--- src/sv/ndwd_pkg.sv ---
`timescale 1ns / 1ps
// ----------------------------------------------------------------------------
// ndwd_pkg: shared types and constants of the work-group dispatcher
// Beat layouts of the request and result channels, the load bundle of the
// group walker, command and register codes, fixed sizes.
// ----------------------------------------------------------------------------
package ndwd_pkg;

    // Fixed sizes
    localparam int DATA_W      = 32;
    localparam int LSZ_W       = 11;
    localparam int NUM_AXES    = 3;   // storage for three dimensions
    localparam int NUM_DIMS    = 3;   // most dimensions a launch may use
    localparam int MAX_CORES   = 8;   // core count saturates here
    localparam int CFG_INDEX_W = 1;
    localparam int CFG_DATA_W  = 4;
    localparam int CORES_W     = 4;
    localparam int CORE_ID_W   = 3;

    typedef logic [DATA_W-1:0] word_t;
    typedef logic [LSZ_W-1:0]  lsz_t;

    // Commands
    localparam logic CMD_LAUNCH = 1'b0;
    localparam logic CMD_NEXT   = 1'b1;

    // Configuration register indexes
    localparam logic [CFG_INDEX_W-1:0] REG_CORE_COUNT = 1'b0;
    localparam logic [CFG_INDEX_W-1:0] REG_CORE_INDEX = 1'b1;

    // Request beat
    typedef struct packed {
        logic       cmd;
        logic [1:0] num_dims;
        word_t      global_size_x;
        word_t      global_size_y;
        word_t      global_size_z;
        lsz_t       local_size_x;
        lsz_t       local_size_y;
        lsz_t       local_size_z;
        word_t      offset_x;
        word_t      offset_y;
        word_t      offset_z;
        logic       debug_mode;
    } req_t;

    // Result beat
    typedef struct packed {
        logic  valid_res;
        word_t group_start_x;
        word_t group_start_y;
        word_t group_start_z;
        word_t group_number;
        logic  last_group;
    } rsp_t;

    // Range description handed to the group walker at launch
    typedef struct packed {
        word_t [NUM_AXES-1:0] limit;
        word_t [NUM_AXES-1:0] offset;
        lsz_t  [NUM_AXES-1:0] size;
        logic  [1:0]          dims;
        word_t                first_id;
    } walk_load_t;

endpackage

--- src/sv/ndwd_stream_if.sv ---
`timescale 1ns / 1ps
// ----------------------------------------------------------------------------
// ndwd_stream_if: valid/ready channel
// One beat moves at a rising edge with valid and ready both high.
// ----------------------------------------------------------------------------
interface ndwd_stream_if #(
    parameter type T = logic
);
    logic valid;
    logic ready;
    T     data;

    modport source
    (
        output valid,
        output data,
        input  ready
    );

    modport sink
    (
        input  valid,
        input  data,
        output ready
    );
endinterface

--- src/sv/ndwd_div.sv ---
`timescale 1ns / 1ps
// ----------------------------------------------------------------------------
// ndwd_div: shared iterative divider
// Unsigned 32 / 32 restoring division, one quotient bit per cycle.
// done is high for a single cycle as the last step's results register; results hold until next start.
// ----------------------------------------------------------------------------
module ndwd_div
(
    input  logic                  clk,
    input  logic                  rst_n,
    input  logic                  start,
    input  logic [ndwd_pkg::DATA_W-1:0] dividend,
    input  logic [ndwd_pkg::DATA_W-1:0] divisor,
    output logic                  done,
    output logic [ndwd_pkg::DATA_W-1:0] quotient,
    output logic [ndwd_pkg::DATA_W-1:0] remainder
);
    import ndwd_pkg::*;

    localparam int CNT_W = $clog2(DATA_W);

    logic             busy_reg, busy_next;
    logic             done_reg, done_next;
    logic [CNT_W-1:0] cnt_reg, cnt_next;
    word_t            rem_reg, rem_next;
    word_t            quo_reg, quo_next;
    word_t            dvs_reg, dvs_next;

    logic [DATA_W:0]  shifted;
    logic [DATA_W:0]  diff;
    logic             fits;

    // One restoring step
    always_comb
    begin
        shifted = {rem_reg, quo_reg[DATA_W-1]};
        diff    = shifted - {1'b0, dvs_reg};
        fits    = shifted >= {1'b0, dvs_reg};

        busy_next = busy_reg;
        done_next = 1'b0;
        cnt_next  = cnt_reg;
        rem_next  = rem_reg;
        quo_next  = quo_reg;
        dvs_next  = dvs_reg;

        if (start)
        begin
            busy_next = 1'b1;
            cnt_next  = '1;
            rem_next  = '0;
            quo_next  = dividend;
            dvs_next  = divisor;
        end
        else if (busy_reg)
        begin
            rem_next = fits ? diff[DATA_W-1:0] : shifted[DATA_W-1:0];
            quo_next = {quo_reg[DATA_W-2:0], fits};
            cnt_next = cnt_reg - 1'b1;
            if (cnt_reg == '0)
            begin
                busy_next = 1'b0;
                done_next = 1'b1;
            end
        end
    end

    // Control state
    always_ff @(posedge clk or negedge rst_n)
    begin
        if (!rst_n)
        begin
            busy_reg <= 1'b0;
            done_reg <= 1'b0;
            cnt_reg  <= '0;
        end
        else
        begin
            busy_reg <= busy_next;
            done_reg <= done_next;
            cnt_reg  <= cnt_next;
        end
    end

    // Datapath
    always_ff @(posedge clk)
    begin
        rem_reg <= rem_next;
        quo_reg <= quo_next;
        dvs_reg <= dvs_next;
    end

    assign done      = done_reg;
    assign quotient  = quo_reg;
    assign remainder = rem_reg;

endmodule

--- src/sv/ndwd_walk.sv ---
`timescale 1ns / 1ps
// ----------------------------------------------------------------------------
// ndwd_walk: work-group walker
// Holds the core's chunk of the range and its group counter vector. Gives
// the current group and steps the counters on request, x fastest.
// ----------------------------------------------------------------------------
module ndwd_walk #(
    parameter int COUNT_WIDTH = 32
)
(
    input  logic                 clk,
    input  logic                 rst_n,
    input  logic                 clear,
    input  logic                 load,
    input  ndwd_pkg::walk_load_t load_data,
    input  logic                 step,
    output logic                 active,
    output ndwd_pkg::rsp_t       res
);
    import ndwd_pkg::*;

    localparam int CMP_W = (COUNT_WIDTH > DATA_W) ? COUNT_WIDTH : DATA_W;

    logic                   active_reg, active_next;
    logic [1:0]             dims_reg, dims_next;
    word_t                  ngn_reg, ngn_next;
    logic [COUNT_WIDTH-1:0] gc_reg   [NUM_AXES];
    logic [COUNT_WIDTH-1:0] gc_next  [NUM_AXES];
    word_t                  limit_reg  [NUM_AXES];
    word_t                  offset_reg [NUM_AXES];
    lsz_t                   size_reg   [NUM_AXES];

    logic [COUNT_WIDTH-1:0] cnt_sum [NUM_AXES];
    logic [NUM_AXES-1:0]    lt;
    logic [NUM_AXES-1:0]    used;
    logic [NUM_AXES-1:0]    reach;
    logic                   done;

    // Counter step per axis, all in parallel
    always_comb
    begin
        for (int i = 0; i < NUM_AXES; i++)
        begin
            cnt_sum[i] = gc_reg[i] + COUNT_WIDTH'(size_reg[i]);
            lt[i]      = CMP_W'(cnt_sum[i]) < CMP_W'(limit_reg[i]);
            used[i]    = 2'(i) < dims_reg;
        end
        // an axis is touched only when every lower axis rolled over
        reach[0] = 1'b1;
        for (int i = 1; i < NUM_AXES; i++)
        begin
            reach[i] = reach[i-1] & ~lt[i-1];
        end
        done = &(~used | ~lt);
    end

    // Next state
    always_comb
    begin
        active_next = active_reg;
        dims_next   = dims_reg;
        ngn_next    = ngn_reg;
        for (int i = 0; i < NUM_AXES; i++)
        begin
            gc_next[i] = gc_reg[i];
        end

        if (clear)
        begin
            active_next = 1'b0;
        end
        else if (load)
        begin
            active_next = 1'b1;
            dims_next   = load_data.dims;
            ngn_next    = load_data.first_id;
            for (int i = 0; i < NUM_AXES; i++)
            begin
                gc_next[i] = '0;
            end
        end
        else if (step)
        begin
            ngn_next = ngn_reg + 1'b1;
            for (int i = 0; i < NUM_AXES; i++)
            begin
                if (used[i] && reach[i])
                begin
                    gc_next[i] = lt[i] ? cnt_sum[i] : '0;
                end
            end
            if (done)
            begin
                active_next = 1'b0;
            end
        end
    end

    // Control state
    always_ff @(posedge clk or negedge rst_n)
    begin
        if (!rst_n)
        begin
            active_reg <= 1'b0;
            dims_reg   <= 2'd1;
            ngn_reg    <= '0;
            for (int i = 0; i < NUM_AXES; i++)
            begin
                gc_reg[i] <= '0;
            end
        end
        else
        begin
            active_reg <= active_next;
            dims_reg   <= dims_next;
            ngn_reg    <= ngn_next;
            for (int i = 0; i < NUM_AXES; i++)
            begin
                gc_reg[i] <= gc_next[i];
            end
        end
    end

    // Chunk description, written at launch only
    always_ff @(posedge clk)
    begin
        if (load)
        begin
            for (int i = 0; i < NUM_AXES; i++)
            begin
                limit_reg[i]  <= load_data.limit[i];
                offset_reg[i] <= load_data.offset[i];
                size_reg[i]   <= load_data.size[i];
            end
        end
    end

    // Current group
    always_comb
    begin
        res.valid_res     = 1'b1;
        res.group_start_x = offset_reg[0] + DATA_W'(gc_reg[0]);
        res.group_start_y = offset_reg[1] + DATA_W'(gc_reg[1]);
        res.group_start_z = offset_reg[2] + DATA_W'(gc_reg[2]);
        res.group_number  = ngn_reg;
        res.last_group    = done;
    end

    assign active = active_reg;

endmodule

--- src/sv/ndrange_workgroup_dispatch.sv ---
`timescale 1ns / 1ps
// ----------------------------------------------------------------------------
// ndrange_workgroup_dispatch: per-core NDRange work-group dispatcher
// Launch beats set up this core's share of the range; each beat on req
// returns exactly one beat on rsp (a work-group, or valid_res low).
// ----------------------------------------------------------------------------
// Usage
//   req (sink): launch (cmd low) or next-group request (cmd high).
//   rsp (source): one beat per request, held in an output register.
//   cfg_we/cfg_index/cfg_wdata: core_count (index 0), core_index (index 1);
//   write only while the block is idle.
// Timing
//   A next-group request is answered from the walker state: the result is
//   registered at the accepting edge, and req is ready again as soon as the
//   output register is empty or rsp.ready is high.
//   A launch runs on one shared 1-bit-per-cycle divider and one shared
//   32x32 multiplier. The split search does up to two divisions per
//   dimension tried, then the first group id needs five multiplies and one
//   division.
// Reset
//   core_count = 1, core_index = 0, no active range, output register empty.
// Backpressure
//   req is held off while the output register holds a beat that is not
//   taken; a stalled rsp stalls nothing inside beyond that.
// ----------------------------------------------------------------------------
module ndrange_workgroup_dispatch #(
    parameter int COUNT_WIDTH = 32
)
(
    input  logic                                clk,
    input  logic                                rst_n,
    input  logic                                cfg_we,
    input  logic [ndwd_pkg::CFG_INDEX_W-1:0]    cfg_index,
    input  logic [ndwd_pkg::CFG_DATA_W-1:0]     cfg_wdata,
    ndwd_stream_if.sink                         req,
    ndwd_stream_if.source                       rsp
);
    import ndwd_pkg::*;

    // Sequencer states
    localparam logic [3:0] S_IDLE    = 4'd0;
    localparam logic [3:0] S_D1GO    = 4'd1;
    localparam logic [3:0] S_D1WAIT  = 4'd2;
    localparam logic [3:0] S_D2GO    = 4'd3;
    localparam logic [3:0] S_D2WAIT  = 4'd4;
    localparam logic [3:0] S_OFFM    = 4'd5;
    localparam logic [3:0] S_OFFA    = 4'd6;
    localparam logic [3:0] S_P0      = 4'd7;
    localparam logic [3:0] S_P1      = 4'd8;
    localparam logic [3:0] S_P2      = 4'd9;
    localparam logic [3:0] S_L0      = 4'd10;
    localparam logic [3:0] S_L1      = 4'd11;
    localparam logic [3:0] S_D3GO    = 4'd12;
    localparam logic [3:0] S_D3WAIT  = 4'd13;
    localparam logic [3:0] S_EMIT    = 4'd14;

    function automatic lsz_t clamp_lsz(lsz_t v);
        return (v == '0) ? lsz_t'(1) : v;
    endfunction

    // Configuration registers
    logic [CORES_W-1:0]   core_count_reg;
    logic [CORE_ID_W-1:0] core_index_reg;

    // Sequencer and launch registers
    logic [3:0]           state_reg, state_next;
    logic [1:0]           d_reg, d_next;
    logic [1:0]           dims_reg, dims_next;
    logic [CORES_W-1:0]   cores_reg, cores_next;
    logic [CORE_ID_W-1:0] dnum_reg, dnum_next;
    logic [CORE_ID_W-1:0] factor_reg, factor_next;
    logic                 master_reg, master_next;
    word_t                lim_reg [NUM_AXES];
    word_t                lim_next [NUM_AXES];
    word_t                off_reg [NUM_AXES];
    word_t                off_next [NUM_AXES];
    lsz_t                 lsz_reg [NUM_AXES];
    lsz_t                 lsz_next [NUM_AXES];
    word_t                q_reg, q_next;
    word_t                prod_reg, prod_next;
    word_t                lprod_reg, lprod_next;

    // Output register
    rsp_t                 out_reg, out_next;
    logic                 out_valid_reg, out_valid_next;

    // Launch decode
    logic [CORES_W-1:0]   cores_c;
    logic [1:0]           dims_c;
    logic                 master_c;
    logic                 req_fire;
    logic                 nowork;
    logic                 fail_dim;

    // Shared units
    word_t                mul_a, mul_b, mul_p;
    logic [2*DATA_W-1:0]  mul_full;
    logic                 div_start, div_done;
    word_t                div_num, div_den, div_quo, div_rem;

    // Walker hookup
    logic                 walk_clear, walk_load, walk_step, walk_active;
    walk_load_t           walk_ld;
    rsp_t                 walk_res;

    assign req.ready = (state_reg == S_IDLE) && (!out_valid_reg || rsp.ready);
    assign req_fire  = req.valid && req.ready;
    assign rsp.valid = out_valid_reg;
    assign rsp.data  = out_reg;

    // Configuration writes
    always_ff @(posedge clk or negedge rst_n)
    begin
        if (!rst_n)
        begin
            core_count_reg <= CORES_W'(1);
            core_index_reg <= '0;
        end
        else if (cfg_we)
        begin
            unique case (cfg_index)
                REG_CORE_COUNT: core_count_reg <= cfg_wdata[CORES_W-1:0];
                REG_CORE_INDEX: core_index_reg <= cfg_wdata[CORE_ID_W-1:0];
                default:        core_count_reg <= core_count_reg;
            endcase
        end
    end

    // Core count and dimension clamps
    always_comb
    begin
        if (core_count_reg == '0)
            cores_c = CORES_W'(1);
        else if (core_count_reg > CORES_W'(MAX_CORES))
            cores_c = CORES_W'(MAX_CORES);
        else
            cores_c = core_count_reg;

        if (req.data.num_dims == 2'd0)
            dims_c = 2'd1;
        else if (req.data.num_dims > 2'(NUM_DIMS))
            dims_c = 2'(NUM_DIMS);
        else
            dims_c = req.data.num_dims;

        master_c = (core_index_reg == '0) || (cores_c == CORES_W'(1));
    end

    // Shared multiplier operand select, low word kept
    always_comb
    begin
        unique case (state_reg)
            S_OFFM:
            begin
                mul_a = DATA_W'(dnum_reg);
                mul_b = lim_reg[d_reg];
            end
            S_P0:
            begin
                mul_a = DATA_W'(factor_reg);
                mul_b = lim_reg[0];
            end
            S_P1:
            begin
                mul_a = prod_reg;
                mul_b = lim_reg[1];
            end
            S_P2:
            begin
                mul_a = prod_reg;
                mul_b = lim_reg[2];
            end
            S_L0:
            begin
                mul_a = DATA_W'(lsz_reg[0]);
                mul_b = DATA_W'(lsz_reg[1]);
            end
            S_L1:
            begin
                mul_a = lprod_reg;
                mul_b = DATA_W'(lsz_reg[2]);
            end
            default:
            begin
                mul_a = '0;
                mul_b = '0;
            end
        endcase
        mul_full = mul_a * mul_b;
        mul_p    = mul_full[DATA_W-1:0];
    end

    // Shared divider operand select
    always_comb
    begin
        unique case (state_reg)
            S_D1GO:
            begin
                div_num = lim_reg[d_reg];
                div_den = DATA_W'(cores_reg);
            end
            S_D2GO:
            begin
                div_num = q_reg;
                div_den = DATA_W'(lsz_reg[d_reg]);
            end
            S_D3GO:
            begin
                div_num = prod_reg;
                div_den = (lprod_reg == '0) ? DATA_W'(1) : lprod_reg;
            end
            default:
            begin
                div_num = '0;
                div_den = DATA_W'(1);
            end
        endcase
    end

    ndwd_div u_div
    (
        .clk       (clk),
        .rst_n     (rst_n),
        .start     (div_start),
        .dividend  (div_num),
        .divisor   (div_den),
        .done      (div_done),
        .quotient  (div_quo),
        .remainder (div_rem)
    );

    // Range handed to the walker
    always_comb
    begin
        for (int i = 0; i < NUM_AXES; i++)
        begin
            walk_ld.limit[i]  = lim_reg[i];
            walk_ld.offset[i] = off_reg[i];
            walk_ld.size[i]   = lsz_reg[i];
        end
        walk_ld.dims     = dims_reg;
        walk_ld.first_id = div_quo;
    end

    ndwd_walk #(
        .COUNT_WIDTH (COUNT_WIDTH)
    ) u_walk
    (
        .clk       (clk),
        .rst_n     (rst_n),
        .clear     (walk_clear),
        .load      (walk_load),
        .load_data (walk_ld),
        .step      (walk_step),
        .active    (walk_active),
        .res       (walk_res)
    );

    // Sequencer
    always_comb
    begin
        state_next     = state_reg;
        d_next         = d_reg;
        dims_next      = dims_reg;
        cores_next     = cores_reg;
        dnum_next      = dnum_reg;
        factor_next    = factor_reg;
        master_next    = master_reg;
        q_next         = q_reg;
        prod_next      = prod_reg;
        lprod_next     = lprod_reg;
        for (int i = 0; i < NUM_AXES; i++)
        begin
            lim_next[i] = lim_reg[i];
            off_next[i] = off_reg[i];
            lsz_next[i] = lsz_reg[i];
        end
        out_next       = out_reg;
        out_valid_next = out_valid_reg && !rsp.ready;
        walk_clear     = 1'b0;
        walk_load      = 1'b0;
        walk_step      = 1'b0;
        div_start      = 1'b0;
        nowork         = 1'b0;
        fail_dim       = 1'b0;

        unique case (state_reg)
            S_IDLE:
            begin
                if (req_fire)
                begin
                    if (req.data.cmd == CMD_NEXT)
                    begin
                        out_next       = walk_active ? walk_res : '0;
                        out_valid_next = 1'b1;
                        walk_step      = walk_active;
                    end
                    else
                    begin
                        // launch: drop any running range, latch the new one
                        walk_clear  = 1'b1;
                        lim_next[0] = req.data.global_size_x;
                        lim_next[1] = req.data.global_size_y;
                        lim_next[2] = req.data.global_size_z;
                        off_next[0] = req.data.offset_x;
                        off_next[1] = req.data.offset_y;
                        off_next[2] = req.data.offset_z;
                        lsz_next[0] = clamp_lsz(req.data.local_size_x);
                        lsz_next[1] = clamp_lsz(req.data.local_size_y);
                        lsz_next[2] = clamp_lsz(req.data.local_size_z);
                        dims_next   = dims_c;
                        cores_next  = cores_c;
                        dnum_next   = core_index_reg;
                        master_next = master_c;
                        factor_next = (cores_c > CORES_W'(1)) ? core_index_reg : '0;
                        d_next      = dims_c - 2'd1;
                        if (req.data.debug_mode)
                        begin
                            if (master_c)
                                state_next = S_P0;
                            else
                                nowork = 1'b1;
                        end
                        else if (cores_c == CORES_W'(1))
                        begin
                            state_next = S_P0;
                        end
                        else
                        begin
                            state_next = S_D1GO;
                        end
                    end
                end
            end
            // global size divisible by core count?
            S_D1GO:
            begin
                div_start  = 1'b1;
                state_next = S_D1WAIT;
            end
            S_D1WAIT:
            begin
                if (div_done)
                begin
                    if (div_rem == '0)
                    begin
                        q_next     = div_quo;
                        state_next = S_D2GO;
                    end
                    else
                    begin
                        fail_dim = 1'b1;
                    end
                end
            end
            // chunk divisible by local size?
            S_D2GO:
            begin
                div_start  = 1'b1;
                state_next = S_D2WAIT;
            end
            S_D2WAIT:
            begin
                if (div_done)
                begin
                    if (div_rem == '0)
                    begin
                        lim_next[d_reg] = q_reg;
                        state_next      = S_OFFM;
                    end
                    else
                    begin
                        fail_dim = 1'b1;
                    end
                end
            end
            // shift the offset to this core's chunk
            S_OFFM:
            begin
                prod_next  = mul_p;
                state_next = S_OFFA;
            end
            S_OFFA:
            begin
                off_next[d_reg] = off_reg[d_reg] + prod_reg;
                state_next      = S_P0;
            end
            // first group id = core * prod(limits) / prod(local sizes)
            S_P0:
            begin
                prod_next  = mul_p;
                state_next = S_P1;
            end
            S_P1:
            begin
                prod_next  = mul_p;
                state_next = S_P2;
            end
            S_P2:
            begin
                prod_next  = mul_p;
                state_next = S_L0;
            end
            S_L0:
            begin
                lprod_next = mul_p;
                state_next = S_L1;
            end
            S_L1:
            begin
                lprod_next = mul_p;
                state_next = S_D3GO;
            end
            S_D3GO:
            begin
                div_start  = 1'b1;
                state_next = S_D3WAIT;
            end
            S_D3WAIT:
            begin
                if (div_done)
                begin
                    walk_load  = 1'b1;
                    state_next = S_EMIT;
                end
            end
            S_EMIT:
            begin
                out_next       = walk_res;
                out_valid_next = 1'b1;
                walk_step      = 1'b1;
                state_next     = S_IDLE;
            end
            default:
            begin
                state_next = S_IDLE;
            end
        endcase

        // split test failed: try next lower dim; at x, master runs unsplit
        if (fail_dim)
        begin
            if (d_reg == 2'd0)
            begin
                if (master_reg)
                    state_next = S_P0;
                else
                    nowork = 1'b1;
            end
            else
            begin
                d_next     = d_reg - 2'd1;
                state_next = S_D1GO;
            end
        end

        // no work for this core
        if (nowork)
        begin
            out_next       = '0;
            out_valid_next = 1'b1;
            state_next     = S_IDLE;
        end
    end

    // Control state
    always_ff @(posedge clk or negedge rst_n)
    begin
        if (!rst_n)
        begin
            state_reg     <= S_IDLE;
            out_valid_reg <= 1'b0;
        end
        else
        begin
            state_reg     <= state_next;
            out_valid_reg <= out_valid_next;
        end
    end

    // Launch datapath and output payload
    always_ff @(posedge clk)
    begin
        d_reg      <= d_next;
        dims_reg   <= dims_next;
        cores_reg  <= cores_next;
        dnum_reg   <= dnum_next;
        factor_reg <= factor_next;
        master_reg <= master_next;
        q_reg      <= q_next;
        prod_reg   <= prod_next;
        lprod_reg  <= lprod_next;
        for (int i = 0; i < NUM_AXES; i++)
        begin
            lim_reg[i] <= lim_next[i];
            off_reg[i] <= off_next[i];
            lsz_reg[i] <= lsz_next[i];
        end
        out_reg    <= out_next;
    end

endmodule

--- src/flat_wrapper.sv ---
// flat-port wrapper written by rule: the top's interface ports become plain ports
module ndrange_workgroup_dispatch_flat import ndwd_pkg::*;
#(
    parameter int COUNT_WIDTH = 32
)
  (clk, rst_n, cfg_we, cfg_index, cfg_wdata, req_valid, req_data, req_ready, rsp_valid, rsp_data, rsp_ready);
  ndwd_stream_if #(.T(req_t)) req_i ();
  ndwd_stream_if #(.T(rsp_t)) rsp_i ();
  input  logic clk;
  input  logic rst_n;
  input  logic cfg_we;
  input  logic [ndwd_pkg::CFG_INDEX_W-1:0] cfg_index;
  input  logic [ndwd_pkg::CFG_DATA_W-1:0] cfg_wdata;
  input wire logic [$bits(req_i.valid)-1:0] req_valid;
  input wire logic [$bits(req_i.data)-1:0] req_data;
  output wire logic [$bits(req_i.ready)-1:0] req_ready;
  output wire logic [$bits(rsp_i.valid)-1:0] rsp_valid;
  output wire logic [$bits(rsp_i.data)-1:0] rsp_data;
  input wire logic [$bits(rsp_i.ready)-1:0] rsp_ready;
  assign req_i.valid = req_valid;
  assign req_i.data = req_data;
  assign req_ready = req_i.ready;
  assign rsp_valid = rsp_i.valid;
  assign rsp_data = rsp_i.data;
  assign rsp_i.ready = rsp_ready;
  ndrange_workgroup_dispatch #(.COUNT_WIDTH(COUNT_WIDTH)) u_core (.clk(clk), .rst_n(rst_n), .cfg_we(cfg_we), .cfg_index(cfg_index), .cfg_wdata(cfg_wdata), .req(req_i), .rsp(rsp_i));
endmodule
--- config.mk ---
export PLATFORM = sky130hd
export DESIGN_NAME = ndrange_workgroup_dispatch_flat
export DESIGN_NICKNAME = d
export VERILOG_FILES = /design/src/sv/ndwd_pkg.sv /design/src/sv/ndwd_stream_if.sv /design/src/sv/ndwd_div.sv /design/src/sv/ndwd_walk.sv /design/src/sv/ndrange_workgroup_dispatch.sv /design/src/flat_wrapper.sv
export SDC_FILE = /design/constraint.sdc
export NUM_CORES = 2
export LEC_CHECK = 0
export ABC_AREA = 1
export BUFFER_PORTS_ARGS = -buffer_cell sky130_fd_sc_hd__clkbuf_2
export CORE_UTILIZATION = 55
export DETAILED_ROUTE_END_ITERATION = 7
export PLACE_DENSITY = 0.8
export SYNTH_ARGS = -nofsm -noshare
export SYNTH_HDL_FRONTEND = slang
export SYNTH_SLANG_ARGS = --single-unit
--- constraint.sdc ---
create_clock -name clk -period 10 [get_ports clk]
set_clock_uncertainty 0.1 [all_clocks]
set_input_delay 2.5 -clock clk [delete_from_list [all_inputs] [get_ports clk]]
set_output_delay 2.5 -clock clk [all_outputs]
set_load 0.005 [all_outputs]
Yosys cells after proc, flatten, opt, wreduce, memory -nomap -nowiden

Memories as Yosys holds them, arrays and structs flattened. A register that Yosys moved wholly into a read port is not among the register bits.
Cells that the tools add are included.
W data, S select, Z words.

Add/sub/neg operators: 12
Bitwise operators: 10
Equality and inequality tests: 17
Multiply operators: 1
Muxes and demuxes: 102
Order comparisons: 12
Reductions and logical operators: 46

Operator list:

| cell                    | count |
|---|---|
| $mux W96                | 8 |
| $mux W32                | 13 |
| $mux W130               | 3 |
| $pmux W96 S2            | 2 |
| $pmux W130 S2           | 1 |
| $bwmux W96              | 2 |
| $pmux W32 S3            | 2 |
| $pmux W32 S6            | 1 |
| $pmux W32 S5            | 1 |
| $add A32 B32 Y32        | 4 |
| $mux W33                | 3 |
| $add A32 B11 Y32        | 3 |
| $lt A32 B32 Y1          | 3 |
| $demux W32 S2           | 1 |
| $logic_not A32 Y1       | 2 |
| $mux W4                 | 15 |
| $pmux W4 S14            | 1 |
| $mux W1                 | 34 |
| $ge A33 B32 Y1          | 1 |
| $logic_not A11 Y1       | 3 |
| $mux W11                | 3 |
| $add A32 B1 Y32 const B | 1 |
| $mul A32 B32 Y32        | 1 |
| $sub A32 B32 Y32        | 1 |
| other kinds (38)        | 91 |

Memory bits (writable): 450
Logic and storage cells: 237
Input port bits: 239
Register bits: 487
Memories: 6
Output and inout bits: 132

Memory list:

| name                     | depth | width | rd ports | clocked after Yosys merged registers in | write ports | RTL line                         | source |
|---|---|---|---|---|---|---|---|
| u_core.lim_reg           | 3     | 32    | 4        | 1                                       | 3           | ndrange_workgroup_dispatch.sv:73 | `word_t lim_reg [NUM_AXES];` |
| u_core.off_reg           | 3     | 32    | 4        | 1                                       | 3           | ndrange_workgroup_dispatch.sv:75 | `word_t off_reg [NUM_AXES];` |
| u_core.u_walk.limit_reg  | 3     | 32    | 3        | 0                                       | 3           | ndwd_walk.sv:29                  | `word_t limit_reg [NUM_AXES];` |
| u_core.u_walk.offset_reg | 3     | 32    | 3        | 0                                       | 3           | ndwd_walk.sv:30                  | `word_t offset_reg [NUM_AXES];` |
| u_core.lsz_reg           | 3     | 11    | 4        | 1                                       | 3           | ndrange_workgroup_dispatch.sv:77 | `lsz_t lsz_reg [NUM_AXES];` |
| u_core.u_walk.size_reg   | 3     | 11    | 3        | 0                                       | 3           | ndwd_walk.sv:31                  | `lsz_t size_reg [NUM_AXES];` |

Logic depth before layout (Yosys ltp)

Word-level depth: 14
Depth in mapped cells: 43
Gate-level depth less buffers: 40

Hierarchy

A second synthesis with hierarchy kept.

Cells, all modules: 8710
Area, all modules: 70707.8 sq um

By module, submodules not included:

| module                     | cells an instance | seq. area each (sq um) | area an instance (sq um) | times used |
|---|---|---|---|---|
| ndrange_workgroup_dispatch | 4820              | 12973.7                | 39887.0                  | 1 |
| ndwd_walk                  | 2900              | 10035.9                | 23975.5                  | 1 |
| ndwd_div                   | 990               | 2737.6                 | 6845.3                   | 1 |

Worst setup path before layout

Ideal clock, no wire load.

Path type: register -> register
From: reg u_core.state_reg[1]
To: mem u_core.u_walk.limit_reg[0][0] (netlist bit), enable pin
Library setup time: 0.676 ns
Cell stages (with the launch flop): 9
Path buffers: 3
Arrival time: 7.585 ns
Setup slack: 1.639 ns
Required time: 9.224 ns
Clock period less this slack: 8.361 ns
Path through: dfrtp_1 -> buf_4 -> inv_4 -> nand2_4 -> nor2_1 -> inv_1 -> nor2_1 -> clkbuf_1 -> buf_1

RTL lines:

| element                  | RTL line                          | source |
|---|---|---|
| start: declaration       | ndrange_workgroup_dispatch.sv:66  | `logic [3:0] state_reg, state_next;` |
| start signal: assignment | ndrange_workgroup_dispatch.sv:476 | `state_reg <= state_next;` |
| end: declaration         | ndwd_walk.sv:29                   |  |

Worst setup path after layout

From: reg u_core.state_reg[0]
To: reg u_core.lprod_reg[25], data pin

Cells in the longest elaborated chain, start to end: 4
Elaborated cells between the ends (all ways): 10
Classes of those cells: 1 x mul; 6 x eq/ne; 2 x mux; 1 x reduce/logical

RTL lines:

| element                           | RTL line                          | source |
|---|---|---|
| $eq A4 B4 Y1                      | ndrange_workgroup_dispatch.sv:152 | `unique case (state_reg)` |
| $reduce_or A2 Y1 (no source line) | --                                |  |
| $pmux W32 S5                      | ndrange_workgroup_dispatch.sv:152 |  |
| $mul A32 B32 Y32 *                | ndrange_workgroup_dispatch.sv:189 | `mul_full = mul_a * mul_b;` |
| via u_core.mul_full[25]           | ndrange_workgroup_dispatch.sv:97  | `logic [2*DATA_W-1:0] mul_full;` |
| end signal: assignment            | ndrange_workgroup_dispatch.sv:492 | `lprod_reg <= lprod_next;` |
| end: declaration                  | ndrange_workgroup_dispatch.sv:81  | `word_t lprod_reg, lprod_next;` |

The timed path passes the listed nets; every way through them passes the cells marked *.
A chain may end at the register's enable or synchronous reset.

==> run_results.csv <==
group,metric,value,unit
status,run_status,"completed",
layout,largest_reg_flops,130,
setup_path,critPathMaxStageDelay,540,ps
synth,synth_warnings,0,
setup_path,worst-endpoint-arrival,9660,ps
global_routing,grt_util_all_layers,44.92,%
layout,syn2layout_area_growth,10.50,%
floorplan,die_y,351.3,um
timing,tightestPinTransition,1211,ps
run,drv_cap,0,
synth,synthSimpleGateAreaFrac,18.72,%
power_and_ir_drop,power.static_leakage,34.40,nW
timing,report.final.setup_viol,0,
timing,max_slew_headroom,19.08,%
detailed_routing,via_per_inst,6.065,
clocking,cts-hold-fix-buffers,0,
floorplan,initial_utilization,55.71,%
detailed_routing,first_iter_violations,7865,
synth,postSynthAreaPerCell,8.550,um2
clocking,cts_max_path_buffers,3,
timing,grt_setup_unrepaired,"false",
clocking,clock_insertion_delay_worst_skew,750,ps
synth,post_synth_inst_count,7847,
synth,synth_nets,8910,
synth,synth_edf_count,623,
synth,synth_largest_type_area_fraction,27.88,%
setup_path,reg2reg_to,"u_core.lprod_reg[25]",
clocking,clk_sinks,937,
timing,totalNegativeSetupSlack,0,ps
synth,yosys.area_share.xor_xnor,2.663,%
setup_path,worstSetupEndpoint,"u_core.lprod_reg[25]",
global_routing,grt_antenna_before_repair,20,
layout,layout.cells.non_filler,9854,
floorplan,floorplan.die.width,351.3,um
global_routing,grt_start_max_net_pins,133,
setup_path,critical_path.most_common_cell,"sky130_fd_sc_hd__inv_1",
placement,hpwl,225100,um
setup_path,worst-endpoint-required,10460,ps
synth,most_frequent_cells_after_synthesis,"sky130_fd_sc_hd__nand2_1, sky130_fd_sc_hd__inv_1, sky130_fd_sc_hd__edfxtp_1",
placement,port_buffers,370,
floorplan,die_area,0.1234,mm2
detailed_routing,dr.pass1.iters,6,
worst_hold_path,hold_class,"reg -> reg",
timing,max_clock_freq,0.1087,GHz
layout,layout-drive-gt1-share,9.392,%
timing,finalCriticalPeriod,9199,ps
synth,synth_sequential_area_ratio,38.37,%
power_and_ir_drop,power_density,241.4,mW/mm2
power_and_ir_drop,power.ir.vdd_worst,0.0002019,V
clocking,path_clk_slew,70,ps
detailed_routing,final_antenna_net_count,0,
synth,post_synth_fa_ha_maj_area_fraction,20.02,%
detailed_routing,post_drt_wl_per_cell,28.23,um
setup_path,worstPathBufferInverterCount,12,
power_and_ir_drop,total_power,0.01790,W
clocking,cts_root_buffer,"sky130_fd_sc_hd__clkbuf_16",
setup_path,critPathSlowestCell,"sky130_fd_sc_hd__fa_1",
synth,synth.area.mux_share,0,%
timing,final_hold_viol_count,0,
layout,post-route-cell-area,0.07414,mm2
clocking,cts-resized-gates,0,
floorplan,io-pin-count,371,
timing,min_period_over_period,91.99,%
synth,dominant_combinational_cell_family_by_area_after_synthesis,"adder cells",
setup_path,ff2ff_setup_slack,800,ps
detailed_routing,drcViolationCount,0,
setup_path,critPathKind,"reg -> reg",
detailed_routing,via_count,59760,
synth,synth_compound_area_share,11.49,%
global_routing,grt_pass1_wl,391700,um
synth,synth_async_sr_flop_share,16.01,%
setup_path,r2r_start,"u_core.state_reg[0]",
setup_path,critical-path-top-delay-family,"adder cells",
placement,gp_routability_congestion,1.071,
setup_path,timing.critical_path.fanout_max,28,
synth,synth.top_cells.by_area,"sky130_fd_sc_hd__edfxtp_1, sky130_fd_sc_hd__fa_1, sky130_fd_sc_hd__nand2_1",
setup_path,critPathLaunch,"u_core.state_reg[0]",
synth,synth.distinct_cells,69,
synth,dominantRegCellSynth,"sky130_fd_sc_hd__edfxtp_1",
clocking,number_of_h_tree_levels,3,
global_routing,first_global_vias,56970,
setup_path,critPathLaunchType,"flop",
floorplan,design.core.area,0.1204,mm2
detailed_routing,wirelength,278200,um
clocking,post-cts-setup-buffers,0,
setup_path,ff2ff_path_depth,36,
placement,place.detailed.instances,9640,
synth,dominant_cell_type_by_area_after_synthesis,"sky130_fd_sc_hd__edfxtp_1",
floorplan,num_rows,127,
clocking,cts_inserted_buffers,101,
setup_path,worstSetupEndpointType,"flop",
synth,yosys_register_bits,937,
synth,syn_std_cell_area,0.06710,mm2
placement,post_dp_cell_area,0.07067,mm2
global_routing,overflow,0,
layout,final_util,61.55,%
setup_path,total_number_of_cells_along_the_worst_setup_path,36,
synth,synth_most_common_cell,"sky130_fd_sc_hd__nand2_1",
layout,final_nets,9195,
timing,slew_viol_final,0,
clocking,tritoncts,"built",
[worst min-delay path by stage]
stage                                                end  depth (start not counted)                     start
after detailed placement       u_core.u_walk.dims_reg[0]                          2        u_core.dims_reg[0]
after CTS                  u_core.u_walk.size_reg[0][29]                          0      u_core.lsz_reg[2][7]
after global routing      u_core.u_walk.offset_reg[0][2]                          0      u_core.off_reg[0][2]
after global placement                   u_core.q_reg[2]                          0  u_core.u_div.quotient[2]
final                      u_core.u_walk.size_reg[0][29]                          0      u_core.lsz_reg[2][7]
after floorplan                u_core.u_walk.dims_reg[1]                          2        u_core.dims_reg[1]
[metrics by stage]
step / hold slack (ps) / setup slack, ps
after floorplan: 325.5 / 1639
after global placement: 332.5 / 902.8
after detailed placement: 333.4 / 1020
after CTS: 336.1 / 960.0
after global routing: 350.2 / 381.9
final: 333.8 / 801.1
[routing by layer]
| layer | GRT usage (%) | share of wire [%] | routed length (um) | up-vias |
|---|---|---|---|---|
| met3 | 9.857 | 10 | 29180 | 898 |
| met2 | 69.25 | 44 | 123200 | 3842 |
| met4 | 38.05 | 9.9 | 27660 | 18 |
| met5 | 0 | 0.041 | 114 | - |
| met1 | 53.70 | 35 | 98090 | 28690 |
| li1 | - | - | - | 26320 |
[power breakdown]
part	switching, W	internal (W)
Clock	0.00169	0.00217
Combinational	0.00558	0.00228
Sequential	0.000993	0.00519
Total	0.00826	0.00964
[final cells by class]
cell class                      count  area, um2
Antenna cell                       22      55.05
Clock buffer                      142       2932
Sequential cell                   937      25750
Tap cell                         1612       2017
Multi-Input combinational cell   5388      35640
Clock inverter                     49      450.4
Inverter                         1230       4624
Timing Repair Buffer              474       2671
Fill cell                       10440      46310
[worst register-to-register path, delay by kind of cell (launching register included)]
kind / cells / cell delay [ps]
AND/OR/NAND/NOR: 10 / 1470
XOR/XNOR: 1 / 210
AO/OA/AOI/OAI: 4 / 1220
flip-flops: 1 / 520
buffers and inverters: 12 / 1620
adder cells (fa/ha/maj): 9 / 3880
[layout by cell type, fill, tap and decap left out, types with 14 or more instances in the layout]
cell / instances
sky130_fd_sc_hd__nor2_1: 536
sky130_fd_sc_hd__nand2_1: 1898
sky130_fd_sc_hd__or2_2: 27
sky130_fd_sc_hd__nor3_1: 83
sky130_fd_sc_hd__nand4_1: 63
sky130_fd_sc_hd__ha_1: 408
sky130_fd_sc_hd__edfxtp_1: 623
sky130_fd_sc_hd__o21a_1: 19
sky130_fd_sc_hd__o22ai_1: 65
sky130_fd_sc_hd__buf_4: 102
sky130_fd_sc_hd__o2111ai_1: 14
sky130_fd_sc_hd__a221oi_1: 14
sky130_fd_sc_hd__a21oi_1: 535
sky130_fd_sc_hd__clkbuf_2: 369
sky130_fd_sc_hd__nand3_1: 331
sky130_fd_sc_hd__xor2_1: 156
sky130_fd_sc_hd__a21boi_0: 14
sky130_fd_sc_hd__inv_1: 1203
sky130_fd_sc_hd__o21ai_1: 29
sky130_fd_sc_hd__nand3b_1: 19
sky130_fd_sc_hd__o21bai_1: 14
sky130_fd_sc_hd__clkbuf_1: 25
sky130_fd_sc_hd__inv_2: 22
sky130_fd_sc_hd__a21o_1: 21
sky130_fd_sc_hd__o21ai_0: 350
sky130_fd_sc_hd__clkinv_1: 14
sky130_fd_sc_hd__dfxtp_1: 163
sky130_fd_sc_hd__o31ai_1: 57
sky130_fd_sc_hd__xnor2_1: 48
sky130_fd_sc_hd__diode_2: 22
sky130_fd_sc_hd__a32o_1: 21
sky130_fd_sc_hd__o211ai_1: 56
sky130_fd_sc_hd__fa_1: 416
sky130_fd_sc_hd__nor4_1: 35
sky130_fd_sc_hd__clkbuf_16: 109
sky130_fd_sc_hd__a31oi_1: 20
sky130_fd_sc_hd__dfrtp_1: 148
[cells by family (layout without fill, tap and decap cells)]
family                   after synthesis  count (layout)
XOR/XNOR                             204             204
buffers and inverters               1522            1895
AO/OA/AOI/OAI                       1314            1314
other                                  0              22
adder cells (fa/ha/maj)              824             824
flip-flops                           937             937
AND/OR/NAND/NOR                     3046            3046
(Power assumes the default switching activity.)
